<file path="config.mk">
export PLATFORM = sky130hd
export DESIGN_NAME = tick_task_compare_scheduler_core
export DESIGN_NICKNAME = d
export VERILOG_FILES = /design/src/sv/ttcs_pkg.sv /design/src/sv/ttcs_div.sv /design/src/sv/ttcs_datapath.sv /design/src/sv/ttcs_ctrl.sv /design/src/sv/tick_task_compare_scheduler_core.sv
export VERILOG_INCLUDE_DIRS = /design/src /design/src/sv
export SDC_FILE = /design/constraint.sdc
export NUM_CORES = 1
export LEC_CHECK = 0
export BUFFER_PORTS_ARGS = -buffer_cell sky130_fd_sc_hd__buf_2
export CAP_MARGIN = 20
export CORE_MARGIN = 10
export CORE_UTILIZATION = 45
export CTS_CLUSTER_SIZE = 16
export DETAILED_ROUTE_END_ITERATION = 6
export HOLD_SLACK_MARGIN = 0.03
export PLACE_DENSITY = 0.62
export SYNTH_ARGS = -nofsm -noshare
export SYNTH_HDL_FRONTEND = slang
export SYNTH_SLANG_ARGS = --single-unit
</file>
<file path="constraint.sdc">
create_clock -name clock -period 11.5 [get_ports clock]
set_clock_uncertainty 0.15 [all_clocks]
set_input_delay 0.575 -clock clock [delete_from_list [all_inputs] [get_ports clock]]
set_output_delay 0.575 -clock clock [all_outputs]
set_load 0.01 [all_outputs]
</file>
<file path="src/sv/tick_task_compare_scheduler_core_defines.svh">
// Assertion macros shared by the tick task compare scheduler RTL.
`ifndef TICK_TASK_COMPARE_SCHEDULER_CORE_DEFINES_SVH
`define TICK_TASK_COMPARE_SCHEDULER_CORE_DEFINES_SVH
`ifndef NO_ASSERTIONS
`define TTCS_ASSERT(lbl, prop, msg) \
   lbl: assert property (@(posedge clock) disable iff (reset) prop) else $error(msg);
`define TTCS_ASSERT_NEXT(lbl, ante, cons, msg) \
   lbl: assert property (@(posedge clock) disable iff (reset) (ante) |=> (cons)) else $error(msg);
`else
`define TTCS_ASSERT(lbl, prop, msg)
`define TTCS_ASSERT_NEXT(lbl, ante, cons, msg)
`endif
`endif

</file>
<file path="src/sv/ttcs_pkg.sv">
// Shared constants, operation codes and controller/datapath types.
package ttcs_pkg;

   localparam int NUM_TASKS_DEF = 3;
   localparam int OP_W          = 2;
   localparam int IDX_IN_W      = 2;
   localparam int PERIOD_W      = 24;
   localparam int COUNT_W       = 16;
   localparam int DIV_STEPS     = PERIOD_W;
   localparam int DIV_CNT_W     = $clog2(DIV_STEPS);

   localparam logic [COUNT_W-1:0] TOP_RESET = '1;

   localparam logic [OP_W-1:0] OP_ARM     = 2'd0;
   localparam logic [OP_W-1:0] OP_WRAP    = 2'd1;
   localparam logic [OP_W-1:0] OP_COMPARE = 2'd2;

   typedef struct packed {
      logic capture;
      logic clr_ptr;
      logic inc_ptr;
      logic act_direct;
      logic div_start;
      logic act_div;
      logic wrap_dec;
      logic min_step;
      logic load_rsp;
   } cmd_type;

   typedef struct packed {
      logic [OP_W-1:0] op;
      logic            act_needed;
      logic            near;
      logic            ptr_last;
      logic            div_done;
   } sts_type;

endpackage

</file>
<file path="src/sv/ttcs_div.sv">
// Restoring divider, one quotient bit per cycle, for splitting a period into wraps.
`include "tick_task_compare_scheduler_core_defines.svh"
module ttcs_div (
   input  logic                              clock,
   input  logic                              reset,
   input  logic                              start,
   input  logic [ttcs_pkg::PERIOD_W-1:0]     dividend,
   input  logic [ttcs_pkg::COUNT_W-1:0]      divisor,
   output logic [ttcs_pkg::PERIOD_W-1:0]     quotient,
   output logic [ttcs_pkg::COUNT_W-1:0]      remainder,
   output logic                              done
);

   logic                              busy_ff;
   logic                              done_ff;
   logic [ttcs_pkg::DIV_CNT_W-1:0]    cnt_ff;
   logic [ttcs_pkg::PERIOD_W-1:0]     quo_ff;
   logic [ttcs_pkg::COUNT_W-1:0]      rem_ff;
   logic [ttcs_pkg::COUNT_W-1:0]      div_ff;
   logic [ttcs_pkg::COUNT_W:0]        shifted;
   logic                              ge;
   logic [ttcs_pkg::COUNT_W-1:0]      rem_in;

   assign shifted = {rem_ff, quo_ff[ttcs_pkg::PERIOD_W-1]};
   assign ge      = shifted >= {1'b0, div_ff};
   // partial remainder stays below the divisor, so 16 bits suffice
   assign rem_in  = ge ? ttcs_pkg::COUNT_W'(shifted - {1'b0, div_ff})
                       : shifted[ttcs_pkg::COUNT_W-1:0];

   always_ff @(posedge clock) begin
      if (reset) begin
         busy_ff <= 1'b0;
         done_ff <= 1'b0;
         cnt_ff  <= '0;
      end else begin
         done_ff <= busy_ff && (cnt_ff == ttcs_pkg::DIV_CNT_W'(ttcs_pkg::DIV_STEPS - 1));
         if (start) begin
            busy_ff <= 1'b1;
            cnt_ff  <= '0;
         end else if (busy_ff) begin
            cnt_ff <= cnt_ff + 1'b1;
            if (cnt_ff == ttcs_pkg::DIV_CNT_W'(ttcs_pkg::DIV_STEPS - 1)) begin
               busy_ff <= 1'b0;
            end
         end
      end
   end

   always_ff @(posedge clock) begin
      if (start) begin
         quo_ff <= dividend;
         rem_ff <= '0;
         div_ff <= divisor;
      end else if (busy_ff) begin
         quo_ff <= {quo_ff[ttcs_pkg::PERIOD_W-2:0], ge};
         rem_ff <= rem_in;
      end
   end

   assign quotient  = quo_ff;
   assign remainder = rem_ff;
   assign done      = done_ff;

   `TTCS_ASSERT_NEXT(a_div_start_busy, start, busy_ff, "divider did not go busy after start")
   `TTCS_ASSERT(a_div_no_restart, start |-> !busy_ff, "divider restarted while busy")
   `TTCS_ASSERT(a_div_done_idle, done_ff |-> !busy_ff, "divider done while still busy")

endmodule

</file>
<file path="src/sv/ttcs_datapath.sv">
// Task state, transaction capture, arming arithmetic, minimum sweep and result register.
module ttcs_datapath #(
   parameter int NUM_TASKS = ttcs_pkg::NUM_TASKS_DEF
) (
   input  logic                               clock,
   input  logic                               reset,
   input  logic                               csr_valid,
   input  logic [ttcs_pkg::COUNT_W-1:0]       csr_counter_top,
   input  logic [ttcs_pkg::OP_W-1:0]          req_operation,
   input  logic [ttcs_pkg::IDX_IN_W-1:0]      req_task_index,
   input  logic [ttcs_pkg::PERIOD_W-1:0]      req_period_ticks,
   input  logic [ttcs_pkg::COUNT_W-1:0]       req_counter_now,
   input  ttcs_pkg::cmd_type                  cmd,
   output ttcs_pkg::sts_type                  sts,
   output logic [NUM_TASKS-1:0]               rsp_fired_mask,
   output logic [ttcs_pkg::COUNT_W-1:0]       rsp_compare_value,
   output logic                               rsp_compare_enable
);

   localparam int IDX_W = (NUM_TASKS > 1) ? $clog2(NUM_TASKS) : 1;
   localparam int PW    = ttcs_pkg::PERIOD_W;
   localparam int CW    = ttcs_pkg::COUNT_W;

   logic [CW-1:0]                 top_ff;
   logic [ttcs_pkg::OP_W-1:0]     op_ff;
   logic [ttcs_pkg::IDX_IN_W-1:0] idx_ff;
   logic [PW-1:0]                 per_ff;
   logic [CW-1:0]                 now_ff;
   logic [IDX_W-1:0]              ptr_ff;
   logic [NUM_TASKS-1:0]          armed_ff;
   logic [PW-1:0]                 period_ff [NUM_TASKS];
   logic [PW-1:0]                 wraps_ff  [NUM_TASKS];
   logic [CW-1:0]                 offset_ff [NUM_TASKS];
   logic [NUM_TASKS-1:0]          fired_ff;
   logic [CW-1:0]                 best_ff;
   logic                          any_ff;
   logic [NUM_TASKS-1:0]          rsp_fired_ff;
   logic [CW-1:0]                 rsp_value_ff;
   logic                          rsp_enable_ff;

   logic [PW-1:0] ticks;
   logic [CW-1:0] left;
   logic [PW-1:0] rest;
   logic [CW-1:0] divisor;
   logic [CW-1:0] near_offset;
   logic [PW-1:0] quotient;
   logic [CW-1:0] remainder;
   logic          div_done;
   logic [PW-1:0] wraps_in;
   logic [CW-1:0] offset_in;
   logic          due;
   logic          arm_target;
   logic          act;
   logic          cur_valid;

   // current task's operands
   assign ticks       = (op_ff == ttcs_pkg::OP_ARM) ? per_ff : period_ff[ptr_ff];
   assign left        = top_ff - now_ff;
   assign rest        = ticks - PW'(left);
   assign divisor     = (top_ff == '0) ? CW'(1) : top_ff;
   assign near_offset = ticks[CW-1:0] + now_ff;
   // wraps = quotient + 1, saturating
   assign wraps_in    = act && cmd.act_div ? ((quotient == '1) ? quotient : quotient + 1'b1)
                                           : '0;
   assign offset_in   = cmd.act_div ? remainder : near_offset;
   assign act         = cmd.act_direct || cmd.act_div;

   assign cur_valid  = armed_ff[ptr_ff] && (wraps_ff[ptr_ff] == '0);
   assign due        = cur_valid && (offset_ff[ptr_ff] <= now_ff);
   assign arm_target = (op_ff == ttcs_pkg::OP_ARM) && (8'(ptr_ff) == 8'(idx_ff));

   assign sts.op         = op_ff;
   assign sts.act_needed = arm_target || ((op_ff == ttcs_pkg::OP_COMPARE) && due);
   assign sts.near       = ticks < PW'(left);
   assign sts.ptr_last   = ptr_ff == IDX_W'(NUM_TASKS - 1);
   assign sts.div_done   = div_done;

   ttcs_div u_div (
      .clock     (clock),
      .reset     (reset),
      .start     (cmd.div_start),
      .dividend  (rest),
      .divisor   (divisor),
      .quotient  (quotient),
      .remainder (remainder),
      .done      (div_done)
   );

   // control state
   always_ff @(posedge clock) begin
      if (reset) begin
         top_ff   <= ttcs_pkg::TOP_RESET;
         ptr_ff   <= '0;
         armed_ff <= '0;
      end else begin
         if (csr_valid) begin
            top_ff <= csr_counter_top;
         end
         if (cmd.clr_ptr) begin
            ptr_ff <= '0;
         end else if (cmd.inc_ptr) begin
            ptr_ff <= ptr_ff + 1'b1;
         end
         if (act) begin
            armed_ff[ptr_ff] <= 1'b1;
         end
      end
   end

   // payload
   always_ff @(posedge clock) begin
      if (cmd.capture) begin
         op_ff    <= req_operation;
         idx_ff   <= req_task_index;
         per_ff   <= req_period_ticks;
         now_ff   <= req_counter_now;
         fired_ff <= '0;
         best_ff  <= '0;
         any_ff   <= 1'b0;
      end
      if (act) begin
         wraps_ff[ptr_ff]  <= wraps_in;
         offset_ff[ptr_ff] <= offset_in;
         if (op_ff == ttcs_pkg::OP_ARM) begin
            period_ff[ptr_ff] <= per_ff;
         end
         if (op_ff == ttcs_pkg::OP_COMPARE) begin
            fired_ff[ptr_ff] <= 1'b1;
         end
      end
      if (cmd.wrap_dec && armed_ff[ptr_ff] && (wraps_ff[ptr_ff] != '0)) begin
         wraps_ff[ptr_ff] <= wraps_ff[ptr_ff] - 1'b1;
      end
      if (cmd.min_step && cur_valid && (!any_ff || (offset_ff[ptr_ff] < best_ff))) begin
         best_ff <= offset_ff[ptr_ff];
         any_ff  <= 1'b1;
      end else if (cmd.min_step && cur_valid) begin
         any_ff <= 1'b1;
      end
      if (cmd.load_rsp) begin
         rsp_fired_ff  <= fired_ff;
         rsp_value_ff  <= best_ff;
         rsp_enable_ff <= any_ff;
      end
   end

   assign rsp_fired_mask     = rsp_fired_ff;
   assign rsp_compare_value  = rsp_value_ff;
   assign rsp_compare_enable = rsp_enable_ff;

endmodule

</file>
<file path="src/sv/ttcs_ctrl.sv">
// Sequencing state machine: task scan, divide wait, minimum sweep, result handoff.
`include "tick_task_compare_scheduler_core_defines.svh"
module ttcs_ctrl (
   input  logic              clock,
   input  logic              reset,
   input  logic              req_valid,
   output logic              req_ready,
   output logic              rsp_valid,
   input  logic              rsp_ready,
   input  ttcs_pkg::sts_type sts,
   output ttcs_pkg::cmd_type cmd
);

   typedef enum logic [2:0] {
      ST_IDLE,
      ST_SCAN,
      ST_DIV,
      ST_MIN,
      ST_DONE
   } state_type;

   state_type state_ff;
   state_type state_in;
   logic      rsp_valid_ff;
   logic      rsp_valid_in;

   always_comb begin
      cmd          = '0;
      state_in     = state_ff;
      rsp_valid_in = rsp_valid_ff && !rsp_ready;
      case (state_ff)
         ST_IDLE: begin
            if (req_valid) begin
               cmd.capture = 1'b1;
               cmd.clr_ptr = 1'b1;
               state_in    = ST_SCAN;
            end
         end
         ST_SCAN: begin
            if (sts.act_needed && !sts.near) begin
               cmd.div_start = 1'b1;
               state_in      = ST_DIV;
            end else begin
               cmd.act_direct = sts.act_needed;
               cmd.wrap_dec   = (sts.op == ttcs_pkg::OP_WRAP);
               if (sts.ptr_last) begin
                  cmd.clr_ptr = 1'b1;
                  state_in    = ST_MIN;
               end else begin
                  cmd.inc_ptr = 1'b1;
               end
            end
         end
         ST_DIV: begin
            if (sts.div_done) begin
               cmd.act_div = 1'b1;
               if (sts.ptr_last) begin
                  cmd.clr_ptr = 1'b1;
                  state_in    = ST_MIN;
               end else begin
                  cmd.inc_ptr = 1'b1;
                  state_in    = ST_SCAN;
               end
            end
         end
         ST_MIN: begin
            cmd.min_step = 1'b1;
            if (sts.ptr_last) begin
               state_in = ST_DONE;
            end else begin
               cmd.inc_ptr = 1'b1;
            end
         end
         ST_DONE: begin
            if (!rsp_valid_ff || rsp_ready) begin
               cmd.load_rsp = 1'b1;
               rsp_valid_in = 1'b1;
               state_in     = ST_IDLE;
            end
         end
         default: begin
            state_in = ST_IDLE;
         end
      endcase
   end

   always_ff @(posedge clock) begin
      if (reset) begin
         state_ff     <= ST_IDLE;
         rsp_valid_ff <= 1'b0;
      end else begin
         state_ff     <= state_in;
         rsp_valid_ff <= rsp_valid_in;
      end
   end

   assign req_ready = (state_ff == ST_IDLE);
   assign rsp_valid = rsp_valid_ff;

   `TTCS_ASSERT_NEXT(a_ctrl_one_at_a_time, req_valid && req_ready, !req_ready,
                     "second transaction taken while one is in progress")
   `TTCS_ASSERT(a_ctrl_rsp_from_done, $rose(rsp_valid_ff) |-> $past(state_ff) == ST_DONE,
                "response raised outside the handoff state")
   `TTCS_ASSERT_NEXT(a_ctrl_div_wait, cmd.div_start, state_ff == ST_DIV,
                     "divide started without waiting for it")

endmodule

</file>
<file path="src/sv/tick_task_compare_scheduler_core.sv">
// Sequence: after accept, the task scan, the minimum sweep and the handoff state lead
//   to rsp_valid, plus a divide wait (one 24-step restoring divide) for each task
//   whose new period reaches past the next wrap. A new transaction is taken only
//   after the previous one has left the handoff state.
// Reset: synchronous, active high; disarms all tasks, sets counter_top to 65535 and
//   clears rsp_valid; the result register contents are not reset.
module tick_task_compare_scheduler_core #(
   parameter int NUM_TASKS = ttcs_pkg::NUM_TASKS_DEF
) (
   input  logic                              clock,
   input  logic                              reset,
   // configuration write channel: counter_top
   input  logic                              csr_valid,
   output logic                              csr_ready,
   input  logic [ttcs_pkg::COUNT_W-1:0]      csr_counter_top,
   // request channel
   input  logic                              req_valid,
   output logic                              req_ready,
   input  logic [ttcs_pkg::OP_W-1:0]         req_operation,
   input  logic [ttcs_pkg::IDX_IN_W-1:0]     req_task_index,
   input  logic [ttcs_pkg::PERIOD_W-1:0]     req_period_ticks,
   input  logic [ttcs_pkg::COUNT_W-1:0]      req_counter_now,
   // response channel
   output logic                              rsp_valid,
   input  logic                              rsp_ready,
   output logic [NUM_TASKS-1:0]              rsp_fired_mask,
   output logic [ttcs_pkg::COUNT_W-1:0]      rsp_compare_value,
   output logic                              rsp_compare_enable
);

   // Each request transaction is captured, then the controller walks the tasks once:
   //  - arm: the addressed task is split into wraps and an offset
   //  - wrap: every armed task with wraps outstanding counts down by one
   //  - compare: every due task fires and is re-armed from the current count
   // Arming within the current round is a single add; arming past the wrap goes through
   // the divider (rest / counter_top gives wraps - 1, the remainder the offset).
   // A second walk then finds the smallest offset among armed tasks with no wraps left.
   // The result sits in an output register, so a new request can be taken while the
   // previous response is still waiting for rsp_ready.

   ttcs_pkg::cmd_type cmd;
   ttcs_pkg::sts_type sts;

   // counter_top is a plain register; writes are always taken
   assign csr_ready = 1'b1;

   ttcs_ctrl u_ctrl (
      .clock     (clock),
      .reset     (reset),
      .req_valid (req_valid),
      .req_ready (req_ready),
      .rsp_valid (rsp_valid),
      .rsp_ready (rsp_ready),
      .sts       (sts),
      .cmd       (cmd)
   );

   ttcs_datapath #(
      .NUM_TASKS (NUM_TASKS)
   ) u_datapath (
      .clock              (clock),
      .reset              (reset),
      .csr_valid          (csr_valid),
      .csr_counter_top    (csr_counter_top),
      .req_operation      (req_operation),
      .req_task_index     (req_task_index),
      .req_period_ticks   (req_period_ticks),
      .req_counter_now    (req_counter_now),
      .cmd                (cmd),
      .sts                (sts),
      .rsp_fired_mask     (rsp_fired_mask),
      .rsp_compare_value  (rsp_compare_value),
      .rsp_compare_enable (rsp_compare_enable)
   );

endmodule

</file>
**Yosys cells after proc, flatten, opt, wreduce, memory -nomap -nowiden**

Memories as Yosys holds them, arrays and structs flattened. A register that Yosys moved wholly into a read port is not among the register bits.
Index checks and enable logic that the tools add are counted.

- Reduce and logical (&&, ||, !) cells: 32
- Equality and inequality tests: 15
- $add $sub $neg: 8
- Mux-type cells: 60
- Magnitude comparators: 6
- Bitwise operators: 3

Operators by type and width:

| cell | count |
|---|---|
| two-way mux 24 bit | 6 |
| two-way mux 16 bit | 4 |
| subtractor 16 bit | 2 |
| two-way mux 3 bit | 10 |
| two-way mux 1 bit | 25 |
| adder 24 x 1 -> 24 bit, second input constant | 1 |
| equality test 24 bit, second input constant | 1 |
| logical NOT 24 bit | 1 |
| < comparator 24 x 16 -> 1 bit | 1 |
| nonzero test 24 bit | 1 |
| subtractor 24 x 1 -> 24 bit, second input constant | 1 |
| subtractor 24 x 16 -> 24 bit | 1 |
| two-way mux 2 bit | 10 |
| greater-or-equal comparator 17 x 16 -> 1 bit | 1 |
| adder 16 bit | 1 |
| less-or-equal comparator 16 bit | 1 |
| logical NOT 16 bit | 1 |
| < comparator 16 bit | 1 |
| one-hot mux 3 bit (5 select lines) | 1 |
| logical AND 1 bit | 13 |
| equality test 3 x 2 -> 1 bit, second input constant | 2 |
| OR 3 bit | 2 |
| one-hot mux 1 bit (3 select lines) | 2 |
| OR reduction 2 bit | 3 |
| other kinds (22) | 32 |

- Register bits after elaboration: 172
- Word-level logic and storage cells: 148
- Memories: 3
- Input bits: 65
- Bits in writable memories: 192
- Output and inout port bits: 23

Memories:

| memory | depth | bits a word | read ports | clocked after memory_dff | wr ports | line | source |
|---|---|---|---|---|---|---|---|
| u_datapath.period_ff | 3 | 24 | 1 | 1 | 1 | ttcs_datapath.sv:31 | `logic [PW-1:0] period_ff [NUM_TASKS];` |
| u_datapath.wraps_ff | 3 | 24 | 1 | 1 | 1 | ttcs_datapath.sv:32 | `logic [PW-1:0] wraps_ff [NUM_TASKS];` |
| u_datapath.offset_ff | 3 | 16 | 1 | 1 | 1 | ttcs_datapath.sv:33 | `logic [CW-1:0] offset_ff [NUM_TASKS];` |

**Longest topological paths before layout**

Gate-level depths: netlist (run 1).

- Depth after elaboration: 14
- Gate-level depth with buffers: 25

**Cells and area by module**

A second synthesis (run 1) with hierarchy kept.

- Cells, all modules: 1714
- Area total of the unflattened synthesis: 19456.2 µm²

By module, submodules not included:

| module | seq. area each (µm²) | times used | cells an instance | area an instance (µm²) |
|---|---|---|---|---|
| ttcs_datapath | 8708.4 | 1 | 1348 | 15658.8 |
| ttcs_div | 1661.6 | 1 | 320 | 3454.6 |
| ttcs_ctrl | 80.1 | 1 | 44 | 331.6 |
| tick_task_compare_scheduler_core | 0.0 | 1 | 2 | 11.3 |

**Worst setup path after synthesis (run 1)**

Ideal clock, no wire load.

- Kind: register to register
- Start point: reg u_datapath.now_ff[0]
- End point: mem u_datapath.wraps_ff[0][0] in the netlist's numbering (enable)
- Setup slack: 4.800 ns
- Stages on the path, launching flop included: 22
- Period minus slack after synthesis: 6.700 ns
- Arrival: 6.108 ns
- Library setup time: 0.442 ns
- Cells stage by stage: edfxtp_1 ha_1 inv_1 fa_1 a21o_1 a21oi_1 nor2b_1 o21ai_0 a21oi_1 a311oi_1 nor4_1 nor3_1 ha_1 clkbuf_1 and3_1 a221o_1 a21oi_1 o31ai_1 or4_1 a211oi_2 nor2_1 a21boi_0

- Longest elaborated chain between the ends: 12
- Elaborated cells between the ends (all ways): 20
- Classes of those cells: add/sub: 1; order compare: 2; mux: 8; bitwise: 1; reduce/logical: 8

Ends and longest elaborated chain:

| item | line | source |
|---|---|---|
| start, declared | ttcs_datapath.sv:28 | `logic [CW-1:0] now_ff;` |
| start signal, assigned | ttcs_datapath.sv:116 | `now_ff <= req_counter_now;` |
| parallel branches: the longest is 11 deep, another holds < comparator 24 x 16 -> 1 bit | - |  |
| OR 1 bit (no line) (*) | - |  |
| end, declared | ttcs_datapath.sv:32 |  |

Mark *: on every way between the ends.

==> results_dict.tcl, run 1 <==
set metrics [dict create \
    grt_max_degree 63 \
    grt_pass1_vias 12670 \
    place.detailed.hpwl_microns 35670 \
    port_buffers 86 \
    cts_tree "done" \
    h-tree-depth 2 \
    synth_edf_count 312 \
    synth_flop_cell "edfxtp_1" \
    drc 0 \
    io-pin-count 88 \
    final_common_cell "edfxtp_1" \
    synth_cell_type_count 94 \
    period_share 0.5443 \
    die_x_microns 228.0 \
    first_pass_iters 5 \
    ys_seq_elements 366 \
    finalHoldViolCount 0 \
    cts_buffers 41 \
    sequentialPowerShare 0.415 \
    max_freq_mhz 159.8 \
    maxCapViolCount 0 \
    syn_nets 1849 \
    cts_root_buf "clkbuf_16" \
    clkPwrFrac 0.316 \
    post_cts_resized 0 \
    postRouteWirelength_microns 48930 \
    final_area_sq_um 21960 \
    outcome "completed" \
    syn-cell-area_sq_um 19470 \
    start_kind "register" \
    slew_headroom 0.3195 \
    critical_path_class "register to register" \
    final_cell_mix "edfxtp_1, nand2_1, inv_1" \
    worstPathArrival_ns 6.18 \
    area_growth_pct 12.76 \
    initial_core_util 0.4540 \
    fin_nets 1942 \
    clk_path_buf_depth 3 \
    cts_sinks 366 \
    place_area_sq_um 20410 \
    clk-insertion-delay-late_ns 0.56 \
    ys_seq_area_frac 0.5367 \
    layout_min_cycle_time_ns 6.259 \
    place_congestion 0.9014 \
    grt_pass1_wl_microns 74850 \
    yosys_warnings 0 \
    pwr-share-comb 0.269 \
    die_area_sq_um 51990 \
    leakagePower_nw 8.020 \
    rsz0062_at_grt "false" \
    viasPerCell 5.530 \
    setup_viol 0 \
    avgRoutedWirePerCell_microns 20.45 \
    drive_gt1_frac 0.1346 \
    crit_path_end_kind "register" \
    die_h_microns 228.0 \
    ant_nets 0 \
    core_area_sq_um 42890 \
    required_ns 11.42 \
    synthArstFlopShare 0 \
    powerDensity_nw_per_um2 177.4 \
    netlist_instances 1681 \
    slew_viol_final 0 \
    grt-ovfl-total 0 \
    holdPathStages 1 \
    p_total_mw 3.895 \
    finalSetupTns_ns 0 \
    tightest_slew_ns 1.019 \
    hold_ws_ns 0.05474 \
    clkTransAtPathRegs_ns 0.06 \
    intPower_mw 2.677 \
    drtIter0Drc 1015 \
    antenna_found_initial 1 \
    switchingPower_mw 1.219 \
    avgSynthCellArea_sq_um 11.58 \
    ir_worst_vdd_mv 0.09892 \
    hold_path_class "primary input to register" \
    reg2reg_depth 16 \
    switching_share 0.3128 \
    vias 13230 \
    crit_fanout 45 \
    track_usage 0.1833 \
    rows 76 \
]
-- through the flow --
stage	std cells	utilization	setup WS, ns
final	2392	0.5120	5.241
after floorplan	1681	-	4.800
after global routing	2391	0.5119	4.812
after detailed placement	2288	0.4758	5.171
after CTS	2389	0.5113	5.137
after global placement	2288	0.4758	5.266
-- state kept, by name, indices dropped and copies added (netlist names), 3 cells and up, named ones only --
signal                        count
u_ctrl.state_ff                   3
u_datapath.armed_ff               3
u_datapath.best_ff               16
u_datapath.fired_ff               3
u_datapath.now_ff                16
u_datapath.offset_ff             48
u_datapath.per_ff                24
u_datapath.period_ff             72
u_datapath.rsp_compare_value     16
u_datapath.rsp_fired_mask         3
u_datapath.top_ff                16
u_datapath.u_div.cnt_ff           5
u_datapath.u_div.div_ff          16
u_datapath.u_div.quotient        24
u_datapath.u_div.remainder       16
u_datapath.wraps_ff              72
-- synth_stat cells, types with 16 or more instances --
cell type,number,area share
edfxtp_1,312,0.48
o21a_1,34,0.013
clkbuf_1,49,0.0094
xnor2_1,52,0.023
nand2_1,140,0.027
nand4_1,21,0.0067
nor3_1,32,0.0082
mux2_2,18,0.010
ha_1,99,0.064
o21ai_0,70,0.018
nand3_1,39,0.010
nor2_1,90,0.017
dfxtp_1,54,0.056
a21oi_1,74,0.019
xor2_1,52,0.023
a21o_1,18,0.0069
inv_1,104,0.020
nor2b_1,19,0.0061
or3_1,16,0.0051
a211oi_1,17,0.0066
o22ai_1,27,0.0087
mux2i_1,82,0.042
-- worst max-delay path: stages (launching register included) --
cell	delay (ns)
dfxtp_4	0.66
buf_4	0.71
mux2i_1	0.26
nand2_1	0.07
o211ai_1	0.12
and2_1	0.21
ha_1	0.18
inv_1	0.06
fa_1	0.42
a211oi_1	0.29
o21ai_0	0.17
a21boi_0	0.43
o31ai_1	0.23
nor4_2	0.55
a211o_1	0.16
buf_4	0.37
nand2_1	0.69
-- path summary, 6_finish.rpt --
path         slack (ns)                                to                   start
max                5.24     u_datapath.u_div.quotient[21]                register
min                0.05              u_datapath.per_ff[4]     req_period_ticks[4]
max reg2reg        5.24     u_datapath.u_div.quotient[21]                register
min reg2reg        0.30  u_datapath.rsp_compare_value[10]  u_datapath.best_ff[10]
-- final cells by class --
type / instances / area, sq um
clock buffer: 57 / 1137
inverter: 108 / 410.4
fill: 3768 / 20930
antenna: 1 / 2.502
sequential: 366 / 10460
multi-input combinational: 1128 / 8265
timing repair buffer: 129 / 828.3
clock inverter: 18 / 126.4
tap: 585 / 732.0
-- what timing repair did --
action	in CTS	in global routing
hold endpoints to repair	26	0
setup buffers	0	0
hold buffers	26	0
-- cells by family after synthesis --
family          Yosys count  share of synthesized area
xor+xnor                104                    0.04678
other cells               1                  0.0001926
mux                     116                    0.06593
compound gates          365                     0.1283
flops                   366                     0.5367
simple gates            439                     0.1135
buf+inv                 187                    0.04099
fa+ha+maj               103                    0.06772
-- power groups by stage --
stage | combinational, mW | clock [mW] | sequential (mW)
CTS | 1.04 | 1.26 | 1.62
global route | 1.16 | 1.32 | 1.63
global placement | 1.01 | 0 | 1.64
floorplan | 0.788 | 0 | 1.60
finish | 1.05 | 1.23 | 1.62
detailed placement | 1.02 | 0 | 1.65
-- routing by layer --
metal | part of all wire | wire length (microns) | global-route usage | up-vias
li1 | - | - | - | 6435
met1 | 0.46 | 22590 | 0.2536 | 6347
met2 | 0.45 | 21880 | 0.2825 | 363
met3 | 0.060 | 2948 | 0.03351 | 82
met4 | 0.031 | 1510 | 0.06790 | 0
met5 | 0 | 0 | 0 | -
Note: power is estimated with default switching activity, not from simulation.
==> inputs of run 2 (changes only) <==
--- a/config.mk
+++ b/config.mk
@@ -13,7 +13,7 @@
 export CTS_CLUSTER_SIZE = 16
 export DETAILED_ROUTE_END_ITERATION = 6
 export HOLD_SLACK_MARGIN = 0.03
-export PLACE_DENSITY = 0.62
+export PLACE_DENSITY = 0.65
 export SYNTH_ARGS = -nofsm -noshare
 export SYNTH_HDL_FRONTEND = slang
 export SYNTH_SLANG_ARGS = --single-unit
==> constraint.sdc (replaced) <==
create_clock -name clock -period 5.51 [get_ports clock]
set_clock_uncertainty 0.15 [all_clocks]
set_input_delay 0.2755 -clock clock [delete_from_list [all_inputs] [get_ports clock]]
set_output_delay 0.2755 -clock clock [all_outputs]
set_load 0.01 [all_outputs]
==> run 2 against run 1 <==
Worst setup slack lost 4.9 ns. Clock power grew 110%. Sequential share of layout area fell by 2.0 points. Global-route usage increased by 0.087 points. Routed wire length rose by 1.0%. Utilization grew 2.2 points. Non-clock buffer count grew 71.
==> results_dict.tcl, run 2 (same netlist as run 1, synthesis figures left out) <==
set metrics [dict create \
    layout_min_cycle_time_ns 5.167 \
    slew_headroom 0.3743 \
    core_area_sq_um 42890 \
    cpPeakStageDelay_ns 0.46 \
    cp_top_family "compound AO/OA/AOI/OAI gates" \
    vias 13590 \
    place_area_sq_um 20720 \
    postRouteWirelength_microns 49420 \
    ir_worst_vdd_mv 0.3210 \
    io-pin-count 88 \
    place.detailed.hpwl_microns 36280 \
    drc 0 \
    layout_setup_ws_ns 0.3431 \
    place_congestion 0.9385 \
    setup_viol 0 \
    initial_core_util 0.4540 \
    drtIter0Drc 1047 \
    clk-insertion-delay-late_ns 0.56 \
    avgRoutedWirePerCell_microns 20.08 \
    final_common_cell "edfxtp_1" \
    maxCapViolCount 0 \
    required_ns 5.63 \
    instances_no_fill 2461 \
    place_ws_ns 0.06840 \
    track_usage 0.1842 \
    finalSetupTns_ns 0 \
    drive_gt1_frac 0.1551 \
    die_x_microns 228.0 \
    rsz0062_at_grt "false" \
    numPlacedInstances 2313 \
    cts_tree "done" \
    tightest_slew_ns 0.9288 \
    die_h_microns 228.0 \
    grt-ovfl-total 0 \
    final_area_sq_um 22900 \
    final_cell_mix "edfxtp_1, nand2_1, inv_1" \
    n_antenna_cell 0 \
    clkTransAtPathRegs_ns 0.06 \
    fillers 3694 \
    hold_path_class "primary input to register" \
    die_area_sq_um 51990 \
    crit_fanout 12 \
    cp_num_buf_inv 5 \
    worstPathCellList "inv_1 -> ha_1 -> inv_1 -> fa_2 -> a21o_1 -> a21oi_2 -> nor2b_1 -> o21ai_2 -> a21oi_2 -> a311oi_2 -> buf_4 -> o211a_1 -> nor3_1 -> ha_1 -> and3_1 -> a221o_1 -> a21oi_1 -> o31ai_1 -> or4_4 -> a211oi_4 -> o21ai_2 -> nor2_4 -> buf_12 -> clkbuf_16" \
    max_freq_mhz 193.5 \
    slew_viol_final 0 \
    ant_nets 0 \
    cts_buffers 41 \
    critical_path_class "register to register" \
    grt_pass1_vias 13230 \
    hold_ws_ns 0.08609 \
    port_buffers 86 \
    antenna_found_initial 1 \
    fin_nets 2013 \
    h-tree-depth 2 \
    top_regs "u_datapath.period_ff x72, u_datapath.wraps_ff x72, u_datapath.offset_ff x48" \
    area_growth_pct 17.60 \
    leakagePower_nw 8.425 \
    period_share 0.9377 \
    viasPerCell 5.520 \
    clk_path_buf_depth 3 \
    cts_root_buf "clkbuf_16" \
    cpMaxStageDelayCell "or4_4" \
    first_pass_iters 5 \
    worstPathArrival_ns 5.28 \
    powerDensity_nw_per_um2 361.2 \
    grt_pass1_wl_microns 76180 \
    finalHoldViolCount 0 \
    start_kind "register" \
    outcome "completed" \
    cts_sinks 366 \
    crit_path_end_kind "register" \
    rows 76 \
    grt_max_degree 98 \
]
[run 2: changes by cell type in the layout (fill, tap and decap cells not counted), sizes merged]
cell	delta
buf	+31
bufinv	+1
clkbuf	-1
clkinv	+1
clkinvlp	+1
diode	-1
dlygate4sd3	+37
[run 2: timing repair]
action / 4_1_cts / 5_1_grt
resized for setup: 0 / 18
buffers inserted: 0 / 6
endpoints found under the hold margin: 68 / 0
hold buffers: 63 / 0
endpoints found under the setup margin: 0 / 281
[run 2: worst register-to-register path, stage by stage (launching register included)]
cell,delay (ns)
dfxtp_1,0.31
inv_1,0.08
ha_1,0.16
inv_1,0.06
fa_2,0.35
a21o_1,0.18
a21oi_2,0.14
nor2b_1,0.07
o21ai_2,0.16
a21oi_2,0.09
a311oi_2,0.26
buf_4,0.15
o211a_1,0.16
nor3_1,0.06
ha_1,0.33
and3_1,0.19
a221o_1,0.29
a21oi_1,0.15
o31ai_1,0.11
or4_4,0.46
a211oi_4,0.35
o21ai_2,0.15
nor2_4,0.14
buf_12,0.14
clkbuf_16,0.18
[run 2: metal layers]
metal  global-route usage  part of all wire
met1               0.2547              0.46
met2               0.2872              0.45
met3              0.02879             0.056
met4              0.06915             0.030
met5                    0                 0
[run 2: worst paths after layout]
path	from	end	slack (ns)	cells past startpoint
max	u_datapath.top_ff[0]	u_datapath.period_ff[0][15]	0.34	24
min	csr_valid	u_datapath.top_ff[0]	0.09	3
max reg2reg	u_datapath.top_ff[0]	u_datapath.period_ff[0][15]	0.34	24
min reg2reg	u_datapath.best_ff[2]	u_datapath.rsp_compare_value[2]	0.30	0
[run 2: per-stage QoR]
step	util	total power [mW]
final	0.5340	8.272
after global placement	0.4832	5.563
after global routing	0.5340	8.698
after floorplan	-	4.981
after CTS	0.5283	8.297
after detailed placement	0.4832	5.605
[run 2: area by class of cell]
type	instances	area, sq um	area share
Clock inverter	21	178.9	0.007813
Sequential cell	366	10460	0.4566
Multi-Input combinational cell	1128	8314	0.3631
Inverter	108	410.4	0.01792
Timing Repair Buffer	200	1687	0.07365
Clock buffer	53	1122	0.04901
Tap cell	585	732.0	0.03196
[run 2: where the power goes]
group,internal [mW],switching (mW)
clock network,1.54,1.10
logic,0.954,1.31
registers,3.20,0.166
total,5.69,2.58
==> inputs of run 3 (changes only) <==
--- a/config.mk
+++ b/config.mk
@@ -16,4 +16,5 @@
 export PLACE_DENSITY = 0.65
 export SYNTH_ARGS = -nofsm -noshare
 export SYNTH_HDL_FRONTEND = slang
+export SYNTH_HIERARCHICAL = 1
 export SYNTH_SLANG_ARGS = --single-unit
==> run 3 against run 2 <==
Worst setup slack lost 0.041 ns. Fmax shrank 0.78%. Sequential share of layout area grew 0.32 points. Cell count grew 1.1%. Register-to-register slack lost 0.04 ns. Count of clock-buffer cells in the layout grew 5. Critical path type unchanged.
==> results_dict.tcl, run 3 <==
set metrics [dict create \
    outcome "completed" \
    final_common_cell "edfxtp_1" \
    ant_nets 0 \
    ys_seq_area_frac 0.5371 \
    postRouteWirelength_microns 49550 \
    yosys_warnings 6 \
    numPlacedInstances 2345 \
    clk-insertion-delay-late_ns 0.57 \
    avgSynthCellArea_sq_um 11.35 \
    syn_nets 1885 \
    antenna_found_initial 0 \
    multi_input_area_sq_um 8324 \
    drc 0 \
    final_core_util 0.5303 \
    leakagePower_nw 8.172 \
    grt-ovfl-total 0 \
    grt_max_degree 54 \
    area_growth_pct 16.89 \
    start_kind "register" \
    die_h_microns 227.9 \
    synth.area.top_cells "edfxtp_1, ha_1, dfxtp_1" \
    slew_viol_final 0 \
    initial_core_util 0.4537 \
    cts_sinks 366 \
    place_congestion 0.9324 \
    rsz0062_at_grt "false" \
    top_regs "u_datapath/period_ff x72, u_datapath/wraps_ff x72, u_datapath/offset_ff x48" \
    critical_path_class "register to register" \
    synthArstFlopShare 0 \
    finalHoldViolCount 0 \
    drtIter0Drc 1079 \
    io-pin-count 88 \
    die_x_microns 227.9 \
    fin_nets 2041 \
    first_pass_iters 5 \
    ir_worst_vdd_mv 0.2609 \
    h-tree-depth 2 \
    max_freq_mhz 192.0 \
    grt_pass1_vias 13550 \
    drive_gt1_frac 0.1468 \
    final_cell_mix "edfxtp_1, nand2_1, ha_1" \
    netlist.area_leader.share 0.4815 \
    r2r_slack_ns 0.30 \
    seq_area_sq_um 10460 \
    track_usage 0.1851 \
    fillers 3688 \
    rows 76 \
    cts_root_buf "clkbuf_16" \
    synth_flop_cell "edfxtp_1" \
    yosysMostFrequentCell "edfxtp_1" \
    setup_viol 0 \
    powerDensity_nw_per_um2 340.2 \
    maxCapViolCount 0 \
    slew_headroom 0.2743 \
    finalSetupTns_ns 0 \
    viasPerCell 5.592 \
    clkTransAtPathRegs_ns 0.06 \
    cts_buffers 41 \
    port_buffers 86 \
    period_share 0.9451 \
    crit_fanout 42 \
    hold_path_class "primary input to register" \
    synth_edf_count 312 \
    netlist_instances 1714 \
    instances_no_fill 2487 \
    yosys.area.top_type "edfxtp_1" \
    cts_tree "done" \
    place.detailed.hpwl_microns 35250 \
    worstPathArrival_ns 5.35 \
    synth_cell_type_count 84 \
    netlist_top_cells_count "edfxtp_1, nand2_1, ha_1" \
    clk_path_buf_depth 3 \
    tightest_slew_ns 1.087 \
    crit_path_end_kind "register" \
    syn-cell-area_sq_um 19460 \
    required_ns 5.66 \
    place_ws_ns 0.08688 \
    layout_setup_ws_ns 0.3026 \
    die_area_sq_um 51950 \
    layout_min_cycle_time_ns 5.207 \
    ys_seq_elements 366 \
    vias 13910 \
    grt_pass1_wl_microns 76670 \
    holdPathStages 3 \
    reg2reg_depth 22 \
    core_area_sq_um 42890 \
    avgRoutedWirePerCell_microns 19.92 \
]
run 3: cell types whose count changed after synthesis, sizes merged, moves of 8 or more:
cell,change
xor2,-12
a2111oi,-13
o21ai,+22
nor2,+10
inv,-15
mux2,+17
nor3b,+19
a21oi,+27
or3,-9
mux2i,+8
nand2,+18
o22ai,-23
o21a,-8
nand3,-9
run 3: worst paths after layout:
path / endpoint / start
worst max-delay path: u_datapath/wraps_ff[2][16] / u_datapath/now_ff[1]
worst min-delay path: u_datapath/top_ff[5] / csr_valid
worst min register to register: u_datapath/rsp_compare_enable / u_datapath/any_ff
worst max register to register: u_datapath/wraps_ff[2][16] / u_datapath/now_ff[1]
run 3: what timing repair did:
item / in CTS / in global routing
gates resized for setup: 0 / 7
setup buffers: 0 / 2
endpoints found under the setup margin: 0 / 223
hold buffers: 64 / 0
endpoints found under the hold margin: 67 / 0
run 3: layer usage:
layer  part of all wire  global-route usage  routed length (microns)  vias to the layer above
li1                   -                   -                        -                     6630
met1               0.45              0.2523                    22480                     6680
met2               0.45              0.2916                    22270                      484
met3              0.062             0.02780                     3069                      114
met4              0.035             0.07457                     1730                        0
met5                  0                   0                        0                        -
run 3: metrics by stage:
stage / hold WS [ns] / instance area [sq um] / total power, mW
floorplan: 0.1946 / 19470 / 4.523
global placement: 0.2694 / 20700 / 4.973
detailed placement: 0.2651 / 20700 / 4.994
CTS: 0.05555 / 22690 / 7.761
global route: 0.08689 / 22740 / 8.074
finish: 0.08524 / 22740 / 7.738
run 3: logic make-up (layout without fill, tap and decap cells):
group,Yosys count,in the layout,share of synthesized area
AND/OR/NAND/NOR,468,469,0.1194
AO/OA/AOI/OAI,364,364,0.1174
XOR/XNOR,92,92,0.04142
other,1,2,0.0001927
adder cells (fa/ha/maj),106,106,0.06971
buffers and inverters,176,362,0.03839
flip-flops,366,366,0.5371
multiplexers,141,141,0.07646
run 3: area by class of cell:
class | count | area share
Sequential cell | 366 | 0.4598
Multi-Input combinational cell | 1173 | 0.3660
Timing Repair Buffer | 198 | 0.06734
Clock buffer | 58 | 0.05292
Tap cell | 585 | 0.03218
Inverter | 90 | 0.01502
Clock inverter | 16 | 0.006602
Antenna cell | 1 | 0.0001100
run 3: critical path, cell delays in order (launching register included):
cell,delay [ns]
edfxtp_1,0.36
inv_1,0.06
buf_4,0.15
fa_1,0.42
a21o_1,0.19
a21oi_1,0.24
o21bai_1,0.12
a21oi_2,0.20
o21a_1,0.19
o21ai_0,0.13
xnor2_1,0.19
ha_2,0.34
and2_1,0.15
a31oi_1,0.13
o21ai_0,0.14
o311a_1,0.36
nor2_4,0.19
nand2b_4,0.20
and4b_1,0.20
o311a_1,0.22
buf_12,0.23
nor2_1,0.07
a22o_1,0.26
run 3: where the power goes:
part,total (mW),switching [mW],internal [mW]
combinational,1.71,1.01,0.700
clock,2.72,1.10,1.62
sequential,3.31,0.159,3.15
total,7.74,2.27,5.47
